**config.mk**
```make
export PLATFORM = sky130hd
export DESIGN_NAME = unsigned_to_base_digits
export DESIGN_NICKNAME = d
export VERILOG_FILES = /design/src/ubd_pkg.sv /design/src/unsigned_to_base_digits.sv /design/src/ubd_ctrl.sv /design/src/ubd_datapath.sv
export VERILOG_INCLUDE_DIRS = /design/src /design/src/src
export SDC_FILE = /design/constraint.sdc
export NUM_CORES = 1
export LEC_CHECK = 0
export ABC_CLOCK_PERIOD_IN_PS = 6950
export BUFFER_PORTS_ARGS = -buffer_cell sky130_fd_sc_hd__buf_4
export CAP_MARGIN = 20
export CORE_ASPECT_RATIO = 0.5
export CORE_MARGIN = 8
export CORE_UTILIZATION = 35
export DETAILED_ROUTE_END_ITERATION = 16
export PLACE_DENSITY = 0.6
export SKIP_CTS_REPAIR_TIMING = 1
export SYNTH_ARGS = -nofsm -noshare
export SYNTH_HDL_FRONTEND = slang
export SYNTH_SLANG_ARGS = --single-unit
```
**constraint.sdc**
```tcl
create_clock -name clk -period 6.95 [get_ports clk]
set_input_delay 0 -clock clk [delete_from_list [all_inputs] [get_ports clk]]
set_output_delay 0 -clock clk [all_outputs]
set_load 0.05 [all_outputs]
```
**src/unsigned_to_base_digits_defines.svh**
```systemverilog
// Assertion macros used by the unsigned_to_base_digits datapath.
`ifndef UNSIGNED_TO_BASE_DIGITS_DEFINES_SVH
`define UNSIGNED_TO_BASE_DIGITS_DEFINES_SVH

// Same-cycle implication, checked on every rising edge outside reset.
`define UBD_ASSERT_IMPL(label, clk, rst_n, ante, cons, msg) \
  label: assert property (@(posedge clk) disable iff (!rst_n) (ante) |-> (cons)) \
    else $error(msg);

// Next-cycle implication, checked on every rising edge outside reset.
`define UBD_ASSERT_NEXT(label, clk, rst_n, ante, cons, msg) \
  label: assert property (@(posedge clk) disable iff (!rst_n) (ante) |=> (cons)) \
    else $error(msg);

`endif

```
**src/ubd_pkg.sv**
```systemverilog
// Package: types, constants and the digit character tables of the base converter.
package ubd_pkg;

  // Number of value bits converted; also the most digits one request can give.
  localparam int VALUE_BITS = 32;
  localparam int IN_VALUE_W = 32;
  localparam int EXT_W      = 64;
  localparam int CNT_W      = $clog2(VALUE_BITS + 1);
  localparam int IDX_W      = $clog2(VALUE_BITS);

  localparam int RADIX_W    = 5;
  localparam logic [RADIX_W-1:0] RADIX_MIN = 5'd2;
  localparam logic [RADIX_W-1:0] RADIX_MAX = 5'd16;

  localparam int CHAR_W = 7;

  // ASCII digit sets, indexed by digit value
  localparam logic [CHAR_W-1:0] LOWER_SET [16] = '{
    7'h30, 7'h31, 7'h32, 7'h33, 7'h34, 7'h35, 7'h36, 7'h37,
    7'h38, 7'h39, 7'h61, 7'h62, 7'h63, 7'h64, 7'h65, 7'h66
  };
  localparam logic [CHAR_W-1:0] UPPER_SET [16] = '{
    7'h30, 7'h31, 7'h32, 7'h33, 7'h34, 7'h35, 7'h36, 7'h37,
    7'h38, 7'h39, 7'h41, 7'h42, 7'h43, 7'h44, 7'h45, 7'h46
  };

  typedef struct packed {
    logic [IN_VALUE_W-1:0] value;
    logic [RADIX_W-1:0]    radix;
    logic                  upper_case;
  } ubd_in_t;

  typedef struct packed {
    logic [CHAR_W-1:0] digit_char;
    logic              last;
  } ubd_out_t;

  // Controller to datapath
  typedef struct packed {
    logic load;
    logic shift;
    logic emit;
  } ubd_cmd_t;

  // Datapath to controller
  typedef struct packed {
    logic out_free;
    logic emit_last;
  } ubd_status_t;

  typedef enum logic [2:0] {
    S_IDLE    = 3'b001,
    S_CONVERT = 3'b010,
    S_EMIT    = 3'b100
  } ubd_state_t;

  function automatic logic [CHAR_W-1:0] digit_to_char(input logic [3:0] d,
                                                      input logic upper);
    digit_to_char = upper ? UPPER_SET[d] : LOWER_SET[d];
  endfunction

endpackage

```
**src/unsigned_to_base_digits.sv**
```systemverilog
// Top level: unsigned value to ASCII digits in base 2..16, most significant first.
//
//   channel  dir  handshake           payload
//   in       in   in_valid/in_stall   in_data  (value, radix, upper_case)
//   out      out  out_valid/out_stall out_data (digit_char, last)
//
// A request is loaded, then converted one bit of the value per cycle through the
// base-r digit register for all VALUE_BITS (32) bits, then its digits (1..32)
// are emitted, with emission paused while the output stalls.
// Reset (rst_n, synchronous) clears the controller and the output valid.
// Output stalls hold the output register and pause emission; a new request is
// taken once the last digit sits in the output register.
module unsigned_to_base_digits (
  input  logic              clk,
  input  logic              rst_n,
  input  logic              in_valid,
  output logic              in_stall,
  input  ubd_pkg::ubd_in_t  in_data,
  output logic              out_valid,
  input  logic              out_stall,
  output ubd_pkg::ubd_out_t out_data
);
  import ubd_pkg::*;

  ubd_cmd_t    cmd;
  ubd_status_t status;

  // Sequencer
  ubd_ctrl u_ctrl (
    .clk      (clk),
    .rst_n    (rst_n),
    .in_valid (in_valid),
    .in_stall (in_stall),
    .status   (status),
    .cmd      (cmd)
  );

  // Digit conversion and output register
  ubd_datapath u_datapath (
    .clk       (clk),
    .rst_n     (rst_n),
    .in_data   (in_data),
    .cmd       (cmd),
    .status    (status),
    .out_valid (out_valid),
    .out_stall (out_stall),
    .out_data  (out_data)
  );

endmodule

```
**src/ubd_ctrl.sv**
```systemverilog
// Controller: sequences load, bit-serial conversion and digit emission.
module ubd_ctrl (
  input  logic                clk,
  input  logic                rst_n,
  input  logic                in_valid,
  output logic                in_stall,
  input  ubd_pkg::ubd_status_t status,
  output ubd_pkg::ubd_cmd_t    cmd
);
  import ubd_pkg::*;

  ubd_state_t        state_r, state_nxt;
  logic [IDX_W-1:0]  bit_cnt_r, bit_cnt_nxt;

  // Input is taken only between requests
  assign in_stall = (state_r != S_IDLE);

  // Next state and commands
  always_comb begin
    state_nxt   = state_r;
    bit_cnt_nxt = bit_cnt_r;
    cmd         = '0;
    unique case (state_r)
      S_IDLE: begin
        if (in_valid) begin
          cmd.load    = 1'b1;
          bit_cnt_nxt = '0;
          state_nxt   = S_CONVERT;
        end
      end
      S_CONVERT: begin
        cmd.shift   = 1'b1;
        bit_cnt_nxt = bit_cnt_r + 1'b1;
        if (bit_cnt_r == IDX_W'(VALUE_BITS - 1)) begin
          state_nxt = S_EMIT;
        end
      end
      S_EMIT: begin
        if (status.out_free) begin
          cmd.emit = 1'b1;
          if (status.emit_last) begin
            state_nxt = S_IDLE;
          end
        end
      end
      default: begin
        state_nxt = S_IDLE;
      end
    endcase
  end

  // State registers
  always_ff @(posedge clk) begin
    if (!rst_n) begin
      state_r   <= S_IDLE;
      bit_cnt_r <= '0;
    end else begin
      state_r   <= state_nxt;
      bit_cnt_r <= bit_cnt_nxt;
    end
  end

endmodule

```
**src/ubd_datapath.sv**
```systemverilog
// Datapath: base-r digit register fed one value bit per cycle, and the output register.
`include "unsigned_to_base_digits_defines.svh"
module ubd_datapath (
  input  logic                 clk,
  input  logic                 rst_n,
  input  ubd_pkg::ubd_in_t     in_data,
  input  ubd_pkg::ubd_cmd_t    cmd,
  output ubd_pkg::ubd_status_t status,
  output logic                 out_valid,
  input  logic                 out_stall,
  output ubd_pkg::ubd_out_t    out_data
);
  import ubd_pkg::*;

  logic [VALUE_BITS-1:0] shift_r, shift_nxt;
  logic [RADIX_W-1:0]    radix_r, radix_nxt;
  logic                  upper_r, upper_nxt;
  logic [3:0]            digit_r   [VALUE_BITS];
  logic [3:0]            digit_nxt [VALUE_BITS];
  logic [CNT_W-1:0]      ndig_r, ndig_nxt;
  logic                  out_valid_r, out_valid_nxt;
  ubd_out_t              out_data_r, out_data_nxt;

  logic [VALUE_BITS-1:0] gen, prop_or_gen;
  logic [VALUE_BITS:0]   sum, carry;
  logic [RADIX_W-1:0]    radix_in;
  logic [EXT_W-1:0]      value_ext;
  logic [CNT_W-1:0]      ndig_m1;
  logic [IDX_W-1:0]      rd_idx;
  logic                  emit_last;

  // Clamp the requested base into 2..16
  always_comb begin
    if (in_data.radix < RADIX_MIN) begin
      radix_in = RADIX_MIN;
    end else if (in_data.radix > RADIX_MAX) begin
      radix_in = RADIX_MAX;
    end else begin
      radix_in = in_data.radix;
    end
  end

  assign value_ext = {{(EXT_W - IN_VALUE_W){1'b0}}, in_data.value};

  // Per digit: doubling generates a carry when 2d >= r, propagates one when 2d + 1 == r
  always_comb begin
    for (int i = 0; i < VALUE_BITS; i++) begin
      gen[i]         = ({digit_r[i], 1'b0} >= radix_r);
      prop_or_gen[i] = gen[i] | ({digit_r[i], 1'b1} == radix_r);
    end
  end

  // Carry ripple resolved by one add; the incoming value bit is carry into digit 0
  assign sum   = {1'b0, prop_or_gen} + {1'b0, gen}
               + {{VALUE_BITS{1'b0}}, shift_r[VALUE_BITS-1]};
  assign carry = sum ^ {1'b0, prop_or_gen} ^ {1'b0, gen};

  // Emission reads the most significant remaining digit
  assign ndig_m1   = ndig_r - 1'b1;
  assign rd_idx    = (ndig_r == '0) ? '0 : ndig_m1[IDX_W-1:0];
  assign emit_last = (ndig_r <= CNT_W'(1));

  // Register updates
  always_comb begin
    shift_nxt     = shift_r;
    radix_nxt     = radix_r;
    upper_nxt     = upper_r;
    ndig_nxt      = ndig_r;
    out_data_nxt  = out_data_r;
    out_valid_nxt = out_valid_r & out_stall;
    for (int i = 0; i < VALUE_BITS; i++) begin
      digit_nxt[i] = digit_r[i];
    end
    if (cmd.load) begin
      shift_nxt = value_ext[VALUE_BITS-1:0];
      radix_nxt = radix_in;
      upper_nxt = in_data.upper_case;
      ndig_nxt  = '0;
      for (int i = 0; i < VALUE_BITS; i++) begin
        digit_nxt[i] = '0;
      end
    end else if (cmd.shift) begin
      shift_nxt = {shift_r[VALUE_BITS-2:0], 1'b0};
      ndig_nxt  = ndig_r + CNT_W'(carry[ndig_r]);
      for (int i = 0; i < VALUE_BITS; i++) begin
        digit_nxt[i] = 4'({digit_r[i], carry[i]}
                          - (carry[i+1] ? radix_r : {RADIX_W{1'b0}}));
      end
    end else if (cmd.emit) begin
      out_valid_nxt           = 1'b1;
      out_data_nxt.digit_char = digit_to_char(digit_r[rd_idx], upper_r);
      out_data_nxt.last       = emit_last;
      ndig_nxt                = emit_last ? '0 : ndig_m1;
    end
  end

  // Control registers
  always_ff @(posedge clk) begin
    if (!rst_n) begin
      out_valid_r <= 1'b0;
      ndig_r      <= '0;
    end else begin
      out_valid_r <= out_valid_nxt;
      ndig_r      <= ndig_nxt;
    end
  end

  // Payload registers
  always_ff @(posedge clk) begin
    shift_r    <= shift_nxt;
    radix_r    <= radix_nxt;
    upper_r    <= upper_nxt;
    out_data_r <= out_data_nxt;
    for (int i = 0; i < VALUE_BITS; i++) begin
      digit_r[i] <= digit_nxt[i];
    end
  end

  assign status.out_free  = !out_valid_r || !out_stall;
  assign status.emit_last = emit_last;
  assign out_valid        = out_valid_r;
  assign out_data         = out_data_r;

  // Checks
  `UBD_ASSERT_NEXT(a_emit_fills_out, clk, rst_n, cmd.emit, out_valid_r, "emit did not fill output")
  `UBD_ASSERT_NEXT(a_load_clears_count, clk, rst_n, cmd.load, ndig_r == '0, "digit count not cleared")
  `UBD_ASSERT_IMPL(a_no_top_carry, clk, rst_n, cmd.shift, !carry[VALUE_BITS], "digit overflow")
  `UBD_ASSERT_IMPL(a_count_bound, clk, rst_n, 1'b1, ndig_r <= CNT_W'(VALUE_BITS), "count too large")

endmodule

```
==> metrics.txt <==
Critical Path End Type=register; largest net degree at the start of global routing=187; Post-Synth Adder-Cell Area=between 20% and 30%; Clock transition at path regs=approximately 0.08 ns; Tightest Pin Transition=0.929 ns; detailed-route wire length per cell=around 18 um; slew margin rel.=38.0%; CP Data Required Time=7.35 ns; post-synth cell types=94; CTS buffer count=17; synth warn=0; final net count=around 2500; CTS Sinks=approximately 190; main flop type after synthesis=dfxtp_1; Die Span Y=172 um; GPL Wtd Cong=0.944; DIE WIDTH=between 300 and 400 um; Worst setup SP type=register; outcome=finished, violations left; share of cells above drive strength 1=8.16%; Final TNS setup=0 ns; initial drt markers=1391; Filler cells=around 5000; initial antenna violation count=1; GRT Util Overall=between 15 and 20%; mux contribution to synthesized area=3.95%; Min-Delay Path Class=input port to register; max-capacitance violation count=0; die area=56700 um2; Synth Area in Compound Gates=20.1%; DRT Pass-1 Iters=5; Setup CP Type=register to register; Period Utilization, post-route=82.8%; syn nets=around 2400; Synth Area in Simple Gates=20.2%; Seq/Total Area, Yosys=24.8%; Post-synth ARST share=0%; Final setup viols=0; post-synthesis register bit count=189; Antenna Nets Post-Route=0; crit path max fanout=16; pwr/cell area=171 nW/um2; Lkg Pwr=7.83 nW; VDD IR max=0.130 mV; Layout area overhead=12.3%; Initial Utilization=35.3%; H-tree depth=4; Total Routed Length=51900 um; number of synthesized flops with an enable pin=between 40 and 50; num rows=57; IO Count=52; IO Port Bufs=51; CTS tree=built; post-detailed-route via-to-cell ratio=5.53; Worst Clk Skew=~0.016 ns; Mean Syn Cell Area=8.13 um2; failing checks=hold timing; Final Hold Vio Count=1; combinational family with the most area after synthesis=adder cells; Peak Freq=174 MHz; synthesized area=17100 um2; Cells after Synth=about 2100; placed instance area=18100 um2; Worst-Skew Late Latency=0.48 ns; Synth top area share=17.1%; Pins Over Slew Limit=0; DR DRC count=0; hold slack=-0.00133 ns; GR Overflow Total=0; Post-Synth XOR/XNOR Area=4.20%; RSZ-0062 raised after global routing=false; Final HPWL DP=36600 um; Tmin final=5.75 ns; Max Root-Sink Buffers=2; total power=about 0.0033 W; largest area contributor in the netlist=ha_1; fin area=19200 um2; WP data arrival=6.16 ns; largest cells by area after synthesis=ha_1, dfxtp_1, edfxtp_1, nand2_1, a21oi_1; Via Count=15500; first-pass GRT wire length=82600 um; number of global-route vias before repair=about 14000; core footprint=48400 um2; CTS root buffer=clkbuf_16
==> cells in the final DEF, fill, tap and decap left out, types with 5 or more instances in the layout <==
cell type,netlist,routed
mux4_2,22,22
a21o_1,53,53
buf_4,2,76
o21a_1,16,16
nand3_1,52,52
xnor2_1,80,80
and3_1,36,36
nand4_1,18,18
nor3_1,22,22
nor2_1,182,178
edfxtp_1,46,46
a22oi_1,7,7
inv_1,152,150
and2_1,13,13
a211oi_1,80,80
o211ai_1,13,13
a21oi_1,168,168
mux2i_1,17,17
nor4_1,7,7
nand2b_1,35,35
dlygate4sd3_1,0,41
or3_1,13,13
o21ai_0,84,84
nand2_1,310,310
inv_8,0,5
clkbuf_16,0,17
a311oi_1,6,6
ha_1,234,234
nor2b_1,22,22
a31oi_1,17,17
or2_2,7,6
clkinv_8,0,5
fa_1,32,32
a221oi_1,7,7
dfxtp_1,143,143
==> worst max-delay path, stage by stage (launching register included) <==
cell	delay [ns]
edfxtp_1	0.38
inv_1	0.69
buf_4	0.42
ha_1	0.20
nand4_1	0.16
a2111oi_2	0.47
nand2b_1	0.16
or3_1	0.39
a311oi_1	0.26
o32ai_1	0.17
a21oi_4	0.33
a21oi_2	0.21
o311ai_0	0.37
a41oi_1	0.22
o21ai_1	0.17
ha_1	0.18
nand3_1	0.10
nor2_1	0.18
a31oi_1	0.11
or3_1	0.37
a21oi_1	0.14
==> where the power goes <==
part | internal, W | switching (W)
logic | 0.000386 | 0.000532
clock network | 0.000537 | 0.000566
registers | 0.00119 | 0.0000698
==> final timing paths <==
check | startpoint | endpoint | slack, ns | depth (start not counted)
setup / recovery | u_datapath.radix_r[1] | u_datapath.ndig_r[5] | 1.20 | 20
hold / removal | in_valid | u_datapath.digit_r[31][3] | -0.001 | 5
setup reg to reg | u_datapath.radix_r[1] | u_datapath.ndig_r[5] | 1.20 | 20
hold reg to reg | u_ctrl.bit_cnt_r[3] | u_ctrl.bit_cnt_r[3] | 0.47 | 1
==> metal layers <==
layer	routed length, um	track usage, %	vias to the layer above
li1	-	-	7544
met1	24700	26.0	7410
met2	22600	28.3	485
met3	3470	3.01	80
met4	1080	5.18	0
met5	0	0	-
==> per-stage QoR <==
stage	utilization, %	worst slack (ns)	instances
after floorplan	-	1.49	2105
after global placement	37.5	1.26	2731
after detailed placement	37.5	1.30	2731
after CTS	38.8	1.29	2763
after global routing	39.7	0.749	2805
final	39.7	1.20	2806
==> layout make-up <==
cell class / instances / area, um2 / share of cell area, %
repair buffers: 120 / 1030 / 5.34
clock inverters: 15 / 225 / 1.17
multi-input cells: 1659 / 11900 / 61.9
well taps: 649 / 812 / 4.23
flip-flops and latches: 189 / 4240 / 22.1
clock buffers: 17 / 425 / 2.21
inverters: 156 / 591 / 3.07
diodes: 1 / 2.50 / 0.0130
==> registers in the layout (all words and copies together), names as in the netlist <==
register / flops
u_ctrl.bit_cnt_r: 5
u_datapath.out_data: 8
u_datapath.radix_r: 5
u_datapath.out_valid: 1
u_datapath.shift_r: 32
u_datapath.digit_r: 128
u_datapath.upper_r: 1
u_datapath.ndig_r: 6
u_ctrl.state_r: 3
==> cell families after synthesis <==
logic type | after synthesis
AND/OR/NAND/NOR | 748
AO/OA/AOI/OAI | 523
adder cells (fa/ha/maj) | 266
buffers and inverters | 257
flip-flops | 189
XOR/XNOR | 82
multiplexers | 40
==> synth_stat cells (4+ instances only) <==
master    count
nand4_1      18
a311oi_1      6
o211ai_1     13
a22oi_1       7
and3_1       36
o21a_1       16
ha_1        234
o21bai_1      4
clkbuf_1     73
o211a_1       4
nor2_1      182
or3_1        13
a31oi_1      17
a211oi_1     80
nor2b_1      22
fa_1         32
buf_2         7
a21oi_1     168
or2_2         7
a41oi_1       4
mux4_2       22
nor3_1       22
nand2b_1     35
inv_1       152
nand2_1     310
dfxtp_1     143
and4b_1       4
mux2i_1      17
o21ai_0      84
o221ai_1      4
nand3_1      52
and2_1       13
xnor2_1      80
a21o_1       53
a21boi_0      4
a221oi_1      7
buf_1        16
nor4_1        7
edfxtp_1     46
Power figures use the tool's default switching activity.
